`src/design/epid_pkg.sv`:
```
// Shared types, constants and the microcode table of the encoder PID PWM channel.
package epid_pkg;

    // Sequencer geometry
    localparam int StepW = 4;

    // Configuration port geometry
    localparam int CfgIdxW  = 3;
    localparam int CfgDataW = 23;

    // Datapath widths: 17-bit unsigned-as-signed A times 25-bit signed B
    localparam int MulAW = 16;
    localparam int MulBW = 25;
    localparam int ProdW = MulAW + 1 + MulBW;

    // Register indexes of the configuration port
    typedef enum logic [CfgIdxW-1:0] {
        CFG_PROP_GAIN      = 3'd0,
        CFG_INTEG_GAIN     = 3'd1,
        CFG_DERIV_GAIN     = 3'd2,
        CFG_INTEGRAL_LIMIT = 3'd3,
        CFG_OUTPUT_LIMIT   = 3'd4,
        CFG_REVERSE_ERROR  = 3'd5,
        CFG_PWM_PERIOD     = 3'd6,
        CFG_SPEED_SCALE    = 3'd7
    } t_cfg_idx;

    // Configuration register file
    typedef struct packed {
        logic [15:0] prop_gain;
        logic [15:0] integ_gain;
        logic [15:0] deriv_gain;
        logic [22:0] integral_limit;
        logic [8:0]  output_limit;
        logic        reverse_error;
        logic [15:0] pwm_period;
        logic [15:0] speed_scale;
    } t_cfg;

    localparam t_cfg CfgReset = '{
        prop_gain:      16'd0,
        integ_gain:     16'd0,
        deriv_gain:     16'd0,
        integral_limit: 23'd2560,
        output_limit:   9'd256,
        reverse_error:  1'b0,
        pwm_period:     16'd0,
        speed_scale:    16'd0
    };

    // Multiplier operand selects
    typedef enum logic [2:0] {
        A_SCALE,
        A_PGAIN,
        A_IGAIN,
        A_DGAIN,
        A_PERIOD
    } t_a_sel;

    typedef enum logic [2:0] {
        B_DELTA,
        B_ERR,
        B_ESUM,
        B_DIFF,
        B_MAG
    } t_b_sel;

    // Accumulator operation
    typedef enum logic [1:0] {
        ACC_HOLD,
        ACC_LOAD,
        ACC_ADD
    } t_acc_op;

    // Jump conditions
    typedef enum logic [1:0] {
        J_NONE,
        J_NO_IN,
        J_OUT_FULL
    } t_jmp;

    // One control word of the program
    typedef struct packed {
        t_a_sel           a_sel;
        t_b_sel           b_sel;
        logic             mul_en;
        t_acc_op          acc_op;
        logic             ld_err;
        logic             ld_esum;
        logic             ld_drive;
        logic             in_take;
        logic             out_put;
        t_jmp             jmp;
        logic [StepW-1:0] target;
        logic             wrap;
    } t_ctrl;

    // Status fed back to the sequencer
    typedef struct packed {
        logic in_valid;
        logic out_full;
    } t_stat;

    // Program store
    function automatic t_ctrl ucode(input logic [StepW-1:0] step);
        t_ctrl c;
        c = '0;
        case (step)
            4'd0: begin                     // wait for an input word
                c.in_take = 1'b1;
                c.jmp     = J_NO_IN;
                c.target  = 4'd0;
            end
            4'd1: begin                     // delta * scale
                c.a_sel  = A_SCALE;
                c.b_sel  = B_DELTA;
                c.mul_en = 1'b1;
            end
            4'd2: begin                     // speed and error
                c.ld_err = 1'b1;
            end
            4'd3: begin                     // integrate, difference, P product
                c.ld_esum = 1'b1;
                c.a_sel   = A_PGAIN;
                c.b_sel   = B_ERR;
                c.mul_en  = 1'b1;
            end
            4'd4: begin                     // acc = P, I product
                c.acc_op = ACC_LOAD;
                c.a_sel  = A_IGAIN;
                c.b_sel  = B_ESUM;
                c.mul_en = 1'b1;
            end
            4'd5: begin                     // acc += I, D product
                c.acc_op = ACC_ADD;
                c.a_sel  = A_DGAIN;
                c.b_sel  = B_DIFF;
                c.mul_en = 1'b1;
            end
            4'd6: begin                     // acc += D
                c.acc_op = ACC_ADD;
            end
            4'd7: begin                     // scale down and clamp drive
                c.ld_drive = 1'b1;
            end
            4'd8: begin                     // period * duty magnitude
                c.a_sel  = A_PERIOD;
                c.b_sel  = B_MAG;
                c.mul_en = 1'b1;
            end
            4'd9: begin                     // hand result to the output register
                c.out_put = 1'b1;
                c.jmp     = J_OUT_FULL;
                c.target  = 4'd9;
                c.wrap    = 1'b1;
            end
            default: begin
                c.wrap = 1'b1;
            end
        endcase
        return c;
    endfunction

endpackage

```
`src/design/epid_chan_if.sv`:
```
// Valid/ready channel interfaces for the input and result words.
interface epid_in_if;
    logic               valid;
    logic               ready;
    logic signed [15:0] encoder_delta;
    logic signed [15:0] target_speed;

    modport source (output valid, output encoder_delta, output target_speed, input ready);
    modport sink   (input valid, input encoder_delta, input target_speed, output ready);
endinterface

interface epid_out_if;
    logic               valid;
    logic               ready;
    logic signed [15:0] measured_speed;
    logic signed [9:0]  drive;
    logic [15:0]        compare_value;
    logic               direction;

    modport source (output valid, output measured_speed, output drive,
                    output compare_value, output direction, input ready);
    modport sink   (input valid, input measured_speed, input drive,
                    input compare_value, input direction, output ready);
endinterface

```
`src/design/epid_seq.sv`:
```
// Microcode sequencer: step counter, program store and conditional jumps.
module epid_seq
    import epid_pkg::*;
(
    input  logic  i_clk,
    input  logic  i_rst_n,
    input  t_stat i_stat,
    output t_ctrl o_ctrl
);

    logic [StepW-1:0] r_step;
    logic [StepW-1:0] n_step;
    logic             jump_taken;

    assign o_ctrl = ucode(r_step);

    // jump condition
    always_comb begin
        case (o_ctrl.jmp)
            J_NO_IN:    jump_taken = !i_stat.in_valid;
            J_OUT_FULL: jump_taken = i_stat.out_full;
            default:    jump_taken = 1'b0;
        endcase
    end

    // next step
    always_comb begin
        if (jump_taken) begin
            n_step = o_ctrl.target;
        end else if (o_ctrl.wrap) begin
            n_step = '0;
        end else begin
            n_step = r_step + 1'b1;
        end
    end

    always_ff @(posedge i_clk) begin
        if (!i_rst_n) begin
            r_step <= '0;
        end else begin
            r_step <= n_step;
        end
    end

endmodule

```
`src/design/epid_dp.sv`:
```
// Datapath: shared multiplier, accumulator, speed, error and drive registers.
module epid_dp
    import epid_pkg::*;
(
    input  logic               i_clk,
    input  logic               i_rst_n,
    input  t_ctrl              i_ctrl,
    input  t_cfg               i_cfg,
    input  logic               i_in_valid,
    input  logic signed [15:0] i_encoder_delta,
    input  logic signed [15:0] i_target_speed,
    output logic signed [15:0] o_speed,
    output logic signed [9:0]  o_drive,
    output logic [15:0]        o_compare
);

    logic signed [15:0]      r_delta;
    logic signed [15:0]      r_target;
    logic signed [15:0]      r_speed;
    logic signed [15:0]      r_err;
    logic signed [15:0]      r_last;
    logic signed [23:0]      r_esum;
    logic signed [16:0]      r_diff;
    logic signed [9:0]       r_drive;
    logic signed [ProdW-1:0] r_prod;
    logic signed [ProdW-1:0] r_acc;

    logic [MulAW-1:0]        mul_a;
    logic signed [MulBW-1:0] mul_b;
    logic signed [ProdW-1:0] prod_c;
    logic [9:0]              mag_sum;
    logic [8:0]              mag;

    logic signed [33:0]      sp_sh;
    logic signed [15:0]      speed_c;
    logic signed [16:0]      err_raw;
    logic signed [15:0]      err_c;
    logic signed [24:0]      esum_raw;
    logic signed [24:0]      ilim;
    logic signed [23:0]      esum_c;
    logic signed [29:0]      d_sh;
    logic [8:0]              olim9;
    logic signed [29:0]      olim;
    logic signed [9:0]       drive_c;

    // multiplier operands
    always_comb begin
        case (i_ctrl.a_sel)
            A_SCALE:  mul_a = i_cfg.speed_scale;
            A_PGAIN:  mul_a = i_cfg.prop_gain;
            A_IGAIN:  mul_a = i_cfg.integ_gain;
            A_DGAIN:  mul_a = i_cfg.deriv_gain;
            A_PERIOD: mul_a = i_cfg.pwm_period;
            default:  mul_a = '0;
        endcase
    end

    // duty magnitude: drive, or full scale plus drive when negative
    assign mag_sum = 10'd256 + r_drive;
    assign mag     = r_drive[9] ? mag_sum[8:0] : r_drive[8:0];

    always_comb begin
        case (i_ctrl.b_sel)
            B_DELTA: mul_b = {{(MulBW-16){r_delta[15]}}, r_delta};
            B_ERR:   mul_b = {{(MulBW-16){r_err[15]}}, r_err};
            B_ESUM:  mul_b = {{(MulBW-24){r_esum[23]}}, r_esum};
            B_DIFF:  mul_b = {{(MulBW-17){r_diff[16]}}, r_diff};
            B_MAG:   mul_b = {{(MulBW-9){1'b0}}, mag};
            default: mul_b = '0;
        endcase
    end

    assign prod_c = $signed({1'b0, mul_a}) * mul_b;

    // speed: floor(product / 256), saturated symmetric
    assign sp_sh = $signed(r_prod[41:8]);
    always_comb begin
        if (sp_sh > 34'sd32767) begin
            speed_c = 16'sd32767;
        end else if (sp_sh < -34'sd32767) begin
            speed_c = -16'sd32767;
        end else begin
            speed_c = sp_sh[15:0];
        end
    end

    // error with optional reversal, saturated to 16 bits
    always_comb begin
        if (i_cfg.reverse_error) begin
            err_raw = {speed_c[15], speed_c} - {r_target[15], r_target};
        end else begin
            err_raw = {r_target[15], r_target} - {speed_c[15], speed_c};
        end
        if (err_raw > 17'sd32767) begin
            err_c = 16'sd32767;
        end else if (err_raw < -17'sd32768) begin
            err_c = -16'sd32768;
        end else begin
            err_c = err_raw[15:0];
        end
    end

    // integral with symmetric clamp
    assign esum_raw = {r_esum[23], r_esum} + {{9{r_err[15]}}, r_err};
    assign ilim     = $signed({2'b00, i_cfg.integral_limit});
    always_comb begin
        if (esum_raw > ilim) begin
            esum_c = ilim[23:0];
        end else if (esum_raw < -ilim) begin
            esum_c = -ilim[23:0];
        end else begin
            esum_c = esum_raw[23:0];
        end
    end

    // drive: floor(acc / 4096) clamped to the output limit, never past full duty
    assign d_sh  = $signed(r_acc[41:12]);
    assign olim9 = (i_cfg.output_limit > 9'd256) ? 9'd256 : i_cfg.output_limit;
    assign olim  = $signed({21'd0, olim9});
    always_comb begin
        if (d_sh > olim) begin
            drive_c = olim[9:0];
        end else if (d_sh < -olim) begin
            drive_c = -olim[9:0];
        end else begin
            drive_c = d_sh[9:0];
        end
    end

    // controller state
    always_ff @(posedge i_clk) begin
        if (!i_rst_n) begin
            r_esum <= '0;
            r_last <= '0;
        end else if (i_ctrl.ld_esum) begin
            r_esum <= esum_c;
            r_last <= r_err;
        end
    end

    // working registers
    always_ff @(posedge i_clk) begin
        if (i_ctrl.in_take && i_in_valid) begin
            r_delta  <= i_encoder_delta;
            r_target <= i_target_speed;
        end
        if (i_ctrl.mul_en) begin
            r_prod <= prod_c;
        end
        if (i_ctrl.ld_err) begin
            r_speed <= speed_c;
            r_err   <= err_c;
        end
        if (i_ctrl.ld_esum) begin
            r_diff <= {r_err[15], r_err} - {r_last[15], r_last};
        end
        if (i_ctrl.ld_drive) begin
            r_drive <= drive_c;
        end
        case (i_ctrl.acc_op)
            ACC_LOAD: r_acc <= r_prod;
            ACC_ADD:  r_acc <= r_acc + r_prod;
            default:  r_acc <= r_acc;
        endcase
    end

    assign o_speed   = r_speed;
    assign o_drive   = r_drive;
    assign o_compare = r_prod[23:8];

endmodule

```
`src/design/encoder_pid_pwm_channel_core.sv`:
```
// Top level: configuration registers, channel handshakes and the result register.
//
// One PID speed loop per instance. Each input word (encoder delta, target speed) is
// turned into a measured Q8.8 speed, a clamped drive, a PWM compare value and a
// direction bit. A ten-step microcode program runs one shared 17x25 multiplier five
// times per word. The program waits for a word in its first step and loads the result
// into the output register in its last step; a new word is taken only once the last
// one is through. The next word is accepted right after a result is loaded, while
// that result still waits to be taken. If the previous result has not been taken,
// the program holds at its last step until it is. Configuration writes are taken at
// any time and are meant to be made only while no word is in progress.
module encoder_pid_pwm_channel_core
    import epid_pkg::*;
(
    input  logic                i_clk,
    input  logic                i_rst_n,
    input  logic                i_cfg_wr_en,
    input  logic [CfgIdxW-1:0]  i_cfg_addr,
    input  logic [CfgDataW-1:0] i_cfg_wdata,
    epid_in_if.sink             i_in,
    epid_out_if.source          o_out
);

    t_cfg  r_cfg;
    t_ctrl ctrl;
    t_stat stat;

    logic               r_out_valid;
    logic signed [15:0] r_out_speed;
    logic signed [9:0]  r_out_drive;
    logic [15:0]        r_out_compare;
    logic               r_out_dir;

    logic signed [15:0] dp_speed;
    logic signed [9:0]  dp_drive;
    logic [15:0]        dp_compare;
    logic               out_full;
    logic               out_put;

    // configuration registers
    always_ff @(posedge i_clk) begin
        if (!i_rst_n) begin
            r_cfg <= CfgReset;
        end else if (i_cfg_wr_en) begin
            case (t_cfg_idx'(i_cfg_addr))
                CFG_PROP_GAIN:      r_cfg.prop_gain      <= i_cfg_wdata[15:0];
                CFG_INTEG_GAIN:     r_cfg.integ_gain     <= i_cfg_wdata[15:0];
                CFG_DERIV_GAIN:     r_cfg.deriv_gain     <= i_cfg_wdata[15:0];
                CFG_INTEGRAL_LIMIT: r_cfg.integral_limit <= i_cfg_wdata[22:0];
                CFG_OUTPUT_LIMIT:   r_cfg.output_limit   <= i_cfg_wdata[8:0];
                CFG_REVERSE_ERROR:  r_cfg.reverse_error  <= i_cfg_wdata[0];
                CFG_PWM_PERIOD:     r_cfg.pwm_period     <= i_cfg_wdata[15:0];
                CFG_SPEED_SCALE:    r_cfg.speed_scale    <= i_cfg_wdata[15:0];
                default: ;
            endcase
        end
    end

    // handshake status
    assign out_full      = r_out_valid && !o_out.ready;
    assign out_put       = ctrl.out_put && !out_full;
    assign stat.in_valid = i_in.valid;
    assign stat.out_full = out_full;
    assign i_in.ready    = ctrl.in_take;

    epid_seq u_seq (
        .i_clk   (i_clk),
        .i_rst_n (i_rst_n),
        .i_stat  (stat),
        .o_ctrl  (ctrl)
    );

    epid_dp u_dp (
        .i_clk           (i_clk),
        .i_rst_n         (i_rst_n),
        .i_ctrl          (ctrl),
        .i_cfg           (r_cfg),
        .i_in_valid      (i_in.valid),
        .i_encoder_delta (i_in.encoder_delta),
        .i_target_speed  (i_in.target_speed),
        .o_speed         (dp_speed),
        .o_drive         (dp_drive),
        .o_compare       (dp_compare)
    );

    // result register
    always_ff @(posedge i_clk) begin
        if (!i_rst_n) begin
            r_out_valid <= 1'b0;
        end else if (out_put) begin
            r_out_valid <= 1'b1;
        end else if (o_out.ready) begin
            r_out_valid <= 1'b0;
        end
    end

    always_ff @(posedge i_clk) begin
        if (out_put) begin
            r_out_speed   <= dp_speed;
            r_out_drive   <= dp_drive;
            r_out_compare <= dp_compare;
            r_out_dir     <= dp_drive[9];
        end
    end

    assign o_out.valid          = r_out_valid;
    assign o_out.measured_speed = r_out_speed;
    assign o_out.drive          = r_out_drive;
    assign o_out.compare_value  = r_out_compare;
    assign o_out.direction      = r_out_dir;

    // direction always follows the sign of the drive
    a_dir_sign: assert property (@(posedge i_clk) disable iff (!i_rst_n)
        o_out.valid |-> (o_out.direction == o_out.drive[9]))
        else $error("direction does not match drive sign");

    // drive never exceeds full duty
    a_drive_range: assert property (@(posedge i_clk) disable iff (!i_rst_n)
        o_out.valid |-> (o_out.drive <= 10'sd256 && o_out.drive >= -10'sd256))
        else $error("drive beyond full duty");

    // zero drive gives a zero compare value
    a_zero_cmp: assert property (@(posedge i_clk) disable iff (!i_rst_n)
        (o_out.valid && o_out.drive == 10'sd0) |-> (o_out.compare_value == 16'd0))
        else $error("nonzero compare for zero drive");

    // one word at a time: program leaves the wait step after an accept
    a_one_word: assert property (@(posedge i_clk) disable iff (!i_rst_n)
        (i_in.valid && i_in.ready) |=> !i_in.ready)
        else $error("input accepted while a word is in progress");

endmodule
```
`src/flat_wrapper.sv`:
```
// flat-port wrapper written by rule: the top's interface ports become plain ports
module encoder_pid_pwm_channel_core_flat import epid_pkg::*;
  (i_clk, i_rst_n, i_cfg_wr_en, i_cfg_addr, i_cfg_wdata, i_in_valid, i_in_encoder_delta, i_in_target_speed, i_in_ready, o_out_valid, o_out_measured_speed, o_out_drive, o_out_compare_value, o_out_direction, o_out_ready);
  epid_in_if i_in_i ();
  epid_out_if o_out_i ();
  input  logic i_clk;
  input  logic i_rst_n;
  input  logic i_cfg_wr_en;
  input  logic [CfgIdxW-1:0] i_cfg_addr;
  input  logic [CfgDataW-1:0] i_cfg_wdata;
  input wire logic [$bits(i_in_i.valid)-1:0] i_in_valid;
  input wire logic [$bits(i_in_i.encoder_delta)-1:0] i_in_encoder_delta;
  input wire logic [$bits(i_in_i.target_speed)-1:0] i_in_target_speed;
  output wire logic [$bits(i_in_i.ready)-1:0] i_in_ready;
  output wire logic [$bits(o_out_i.valid)-1:0] o_out_valid;
  output wire logic [$bits(o_out_i.measured_speed)-1:0] o_out_measured_speed;
  output wire logic [$bits(o_out_i.drive)-1:0] o_out_drive;
  output wire logic [$bits(o_out_i.compare_value)-1:0] o_out_compare_value;
  output wire logic [$bits(o_out_i.direction)-1:0] o_out_direction;
  input wire logic [$bits(o_out_i.ready)-1:0] o_out_ready;
  assign i_in_i.valid = i_in_valid;
  assign i_in_i.encoder_delta = i_in_encoder_delta;
  assign i_in_i.target_speed = i_in_target_speed;
  assign i_in_ready = i_in_i.ready;
  assign o_out_valid = o_out_i.valid;
  assign o_out_measured_speed = o_out_i.measured_speed;
  assign o_out_drive = o_out_i.drive;
  assign o_out_compare_value = o_out_i.compare_value;
  assign o_out_direction = o_out_i.direction;
  assign o_out_i.ready = o_out_ready;
  encoder_pid_pwm_channel_core u_core (.i_clk(i_clk), .i_rst_n(i_rst_n), .i_cfg_wr_en(i_cfg_wr_en), .i_cfg_addr(i_cfg_addr), .i_cfg_wdata(i_cfg_wdata), .i_in(i_in_i), .o_out(o_out_i));
endmodule
```
`config.mk`:
```
export PLATFORM = sky130hd
export DESIGN_NAME = encoder_pid_pwm_channel_core_flat
export DESIGN_NICKNAME = d
export VERILOG_FILES = /design/src/design/epid_pkg.sv /design/src/design/epid_chan_if.sv /design/src/design/epid_seq.sv /design/src/design/epid_dp.sv /design/src/design/encoder_pid_pwm_channel_core.sv /design/src/flat_wrapper.sv
export SDC_FILE = /design/constraint.sdc
export NUM_CORES = 2
export LEC_CHECK = 0
export ABC_AREA = 0
export BUFFER_PORTS_ARGS = -buffer_cell sky130_fd_sc_hd__buf_2
export CAP_MARGIN = 20
export CORE_ASPECT_RATIO = 1.75
export CORE_UTILIZATION = 35
export DETAILED_ROUTE_END_ITERATION = 8
export MAX_ROUTING_LAYER = met4
export SKIP_CTS_REPAIR_TIMING = 1
export SYNTH_ARGS = -nofsm -noshare
export SYNTH_HDL_FRONTEND = slang
export SYNTH_SLANG_ARGS = --single-unit
```
`constraint.sdc`:
```
create_clock -name i_clk -period 11.4 [get_ports i_clk]
set_input_delay 1.14 -clock i_clk [delete_from_list [all_inputs] [get_ports i_clk]]
set_output_delay 1.14 -clock i_clk [all_outputs]
set_load 0.02 [all_outputs]
```
==> metrics.csv <==
stage;metric;value;unit
floorplanning;Die Y;433;um
floorplanning;Die W;248;um
clock_network;CTS tree;done;
clock_network;Clock Tree Buf Depth;3;
power;P_leak;18.0;nW
yosys;Synth async-reset ratio;0;%
layout;P&R area growth vs syn;8.53;%
worst_setup_path;Data arrival, critical path;9680;ps
layout;NumNets Final;4946;
floorplanning;Core Region;0.105;mm2
yosys;Main synth FF type;edfxtp_1;
placed_design;Placed Instances;5496;
sta;final number of setup-violating endpoints;0;
worst_setup_path;CP max stage delay;850;ps
yosys;#FFs+latches synth;375;
sta;Min Hold Slack;416;ps
layout;Fillers;10700;
layout;fin area;0.0403;mm2
yosys;Synth Instances;4168;
sta;crit path time final;9350;ps
detailed_routing;Top Layer Used;met4;
hold_path;worst hold path depth;0;
hold_path;hold_sp;u_core.u_dp.o_speed[1];
layout;final core occ;38.4;%
clock_network;Sink Count;375;
detailed_routing;DR WL/cell;21.3;um
grt;vias in the first global route;31600;
sta;Max Clock Freq;0.107;GHz
worst_setup_path;R2R Path End;u_core.u_dp.r_prod[41];
worst_setup_path;Startpoint Class;register;
worst_setup_path;R2R depth;28;
floorplanning;starting density of the core;35.4;%
floorplanning;IO Count;108;
hold_path;end of the worst hold path;u_core.o_out.measured_speed[1];
sta;setup TNS;0;ps
detailed_routing;remaining antenna violation count;0;
worst_setup_path;worst r2r src;u_core.u_seq.r_step[0];
yosys;synth warn;0;
yosys;EDFF count, synth;217;
detailed_routing;Met1 Routed Length;39.6;mm
worst_setup_path;WS Path Type;reg -> reg;
layout;fin cells;5568;
layout;commonest non-fill, non-tap cell in the layout;nand2_1;
detailed_routing;Pre-antenna DRT Iters;8;
grt;global-route usage over all layers;23.2;%
clock_network;clock-pin transition on the worst setup and hold timing paths;60;ps
worst_setup_path;CP Max Fanout;54;
detailed_routing;initial DRC count;1795;
placed_design;# port buffers;107;
sta;final period utilization;82.0;%
worst_setup_path;Crit path top cell by count;fa_1;
grt;initial antenna violation count;1;
grt;largest net degree at the start of global routing;96;
detailed_routing;vias per cell;5.35;
detailed_routing;via count;29800;
sta;Worst Skew;21.3;ps
placed_design;RePlAce Congestion;0.966;
outcome;status;complete, no violations;
worst_setup_path;worst endpoint required time;11730;ps
detailed_routing;met2 WL;63.7;mm
floorplanning;Row Count;157;
placed_design;post-DP HPWL;93.6;mm
layout;multi-input logic area;0.0245;mm2
sta;Max Slew Vio Count;0;
clock_network;H-tree depth;2;
detailed_routing;DRC errors left;0;
worst_setup_path;internal reg-to-reg setup slack;2050;ps
clock_network;later-pin clock latency in the skew report;590;ps
power;Worst VDD drop;0.0976;mV
flow_run;total of max-cap violations;0;
sta;endpoints failing hold;0;
yosys;syn_area_per_cell;8.91;um2
detailed_routing;Met3 Wirelength;5.06;mm
layout;register area;0.00968;mm2
placed_design;Placed Area;0.0391;mm2
layout;layout cells sized above 1;6.85;%
layout;commonest non-fill, non-tap cells in the layout;646 x nand2_1, 634 x inv_1, 386 x fa_1;
yosys;Synth cell types;76;
clock_network;number of buffers created by CTS;37;
sta;Least-Margin Pin Slew;1270;ps
grt;GRT overflow;0;
yosys;synthesized net count;4927;
worst_setup_path;Worst setup EP type;register;
floorplanning;DIE AREA;0.108;mm2
power;pwr/cell area;163;mW/mm2
sta;Slew HR;15.1;%
yosys;Synth Cell Area;0.0372;mm2
yosys;sequential area share after synthesis;26.1;%
clock_network;Root Buffer;clkbuf_16;
grt;first-pass GRT wire length;181;mm
sta;RSZ-0062 raised after global routing;false;
hold_path;hold crit path type;reg -> reg;
worst_setup_path;slowest cell on the critical path;a221o_1;
detailed_routing;drt total wl;118;mm
## area by class of cell
cell class / instances / share of cell area (%)
Multi-Input combinational cell: 2986 / 60.8
Sequential cell: 375 / 24.0
Inverter: 635 / 5.91
Tap cell: 1351 / 4.19
Clock buffer: 47 / 2.44
Timing Repair Buffer: 152 / 2.22
Clock inverter: 21 / 0.431
Antenna cell: 1 / 0.00621
## cell usage after synthesis (7+ instances only)
cell / count / area (um2)
a2111oi_0: 9 / 78.8
a211oi_1: 26 / 195
a21boi_0: 139 / 1040
a21o_1: 84 / 631
a21oi_1: 176 / 881
a221o_1: 14 / 140
a221oi_1: 23 / 201
a222oi_1: 14 / 140
a22oi_1: 19 / 143
a31oi_1: 26 / 163
and2_1: 30 / 188
and3_1: 21 / 131
clkbuf_1: 164 / 616
dfxtp_1: 158 / 3160
edfxtp_1: 217 / 6520
fa_1: 386 / 7730
ha_1: 310 / 3880
inv_1: 635 / 2380
mux2_2: 41 / 462
mux2i_1: 22 / 220
nand2_1: 646 / 2420
nand2b_1: 23 / 144
nand3_1: 68 / 340
nand4_1: 29 / 181
nor2_1: 327 / 1230
nor2b_1: 47 / 294
nor3_1: 47 / 235
nor4_1: 18 / 113
o211ai_1: 14 / 105
o21a_1: 28 / 210
o21ai_0: 126 / 631
o21bai_1: 12 / 90.1
o22ai_1: 10 / 62.6
o31ai_1: 16 / 120
or2_2: 10 / 62.6
or3_1: 7 / 43.8
xnor2_1: 115 / 1010
xor2_1: 27 / 236
## stage by stage
| step | power [mW] | setup WS [ps] |
|---|---|---|
| floorplan | 4.32 | 2950 |
| global placement | 5.31 | 1970 |
| detailed placement | 5.35 | 1900 |
| CTS | 6.59 | 1860 |
| global route | 7.01 | 1470 |
| finish | 6.57 | 2050 |
## routing by layer
metal	track usage, %	up-vias
li1	-	13800
met2	42.9	904
met1	22.0	14700
met3	2.38	392
met4	16.8	0
met5	-	-
## where the power goes
group	leakage [nW]	total, mW	switching (mW)	internal (mW)
Clock	0.576	1.22	0.572	0.649
Sequential	3.28	2.05	0.290	1.76
Combinational	14.2	3.30	2.07	1.23
## critical path, delay by kind of cell (launching register included)
kind	cells	cell delay, ps
compound gates	10	3440
xor+xnor	1	130
fa+ha+maj	8	3410
buf+inv	6	1200
flops	1	390
simple gates	3	450
## how the worst max path moves through the flow
stage / from / to / cells past startpoint
6_report: u_core.u_seq.r_step[0] / u_core.u_dp.r_prod[41] / 28
4_1_cts: u_core.u_seq.r_step[0] / u_core.u_dp.r_prod[40] / 32
3_5_place_dp: u_core.u_seq.r_step[0] / u_core.u_dp.r_prod[40] / 32
2_1_floorplan: u_core.u_seq.r_step[1] / u_core.u_dp.r_prod[40] / 31
3_3_place_gp: u_core.u_seq.r_step[0] / u_core.u_dp.r_prod[40] / 28
5_1_grt: u_core.u_seq.r_step[0] / u_core.u_dp.r_prod[40] / 29
## flip-flops by register name, indices dropped and copies added (netlist names)
register	flops
u_core.u_dp.r_acc	42
u_core.u_dp.r_esum	24
u_core.u_seq.r_step	4
u_core.o_out.valid	1
u_core.u_dp.r_diff	17
u_core.u_dp.r_target	16
u_core.u_dp.r_prod	42
u_core.o_out.drive	9
u_core.u_dp.o_drive	10
u_core.u_dp.o_speed	16
u_core.u_dp.r_delta	16
u_core.u_dp.r_err	16
u_core.u_dp.r_last	16
u_core.o_out.direction	1
u_core.o_out.measured_speed	16
u_core.r_cfg	113
u_core.o_out.compare_value	16
## cells by family after synthesis
family,after synthesis,synth area share (%)
buffers and inverters,807,8.17
adders and majority gates,696,31.2
AOI/OAI and AO/OA,784,14.2
xor gates and xnor gates,142,3.35
muxes,63,1.84
and+or+nand+nor,1301,15.1
DFF,375,26.1
Power figures use the tool's default switching activity.
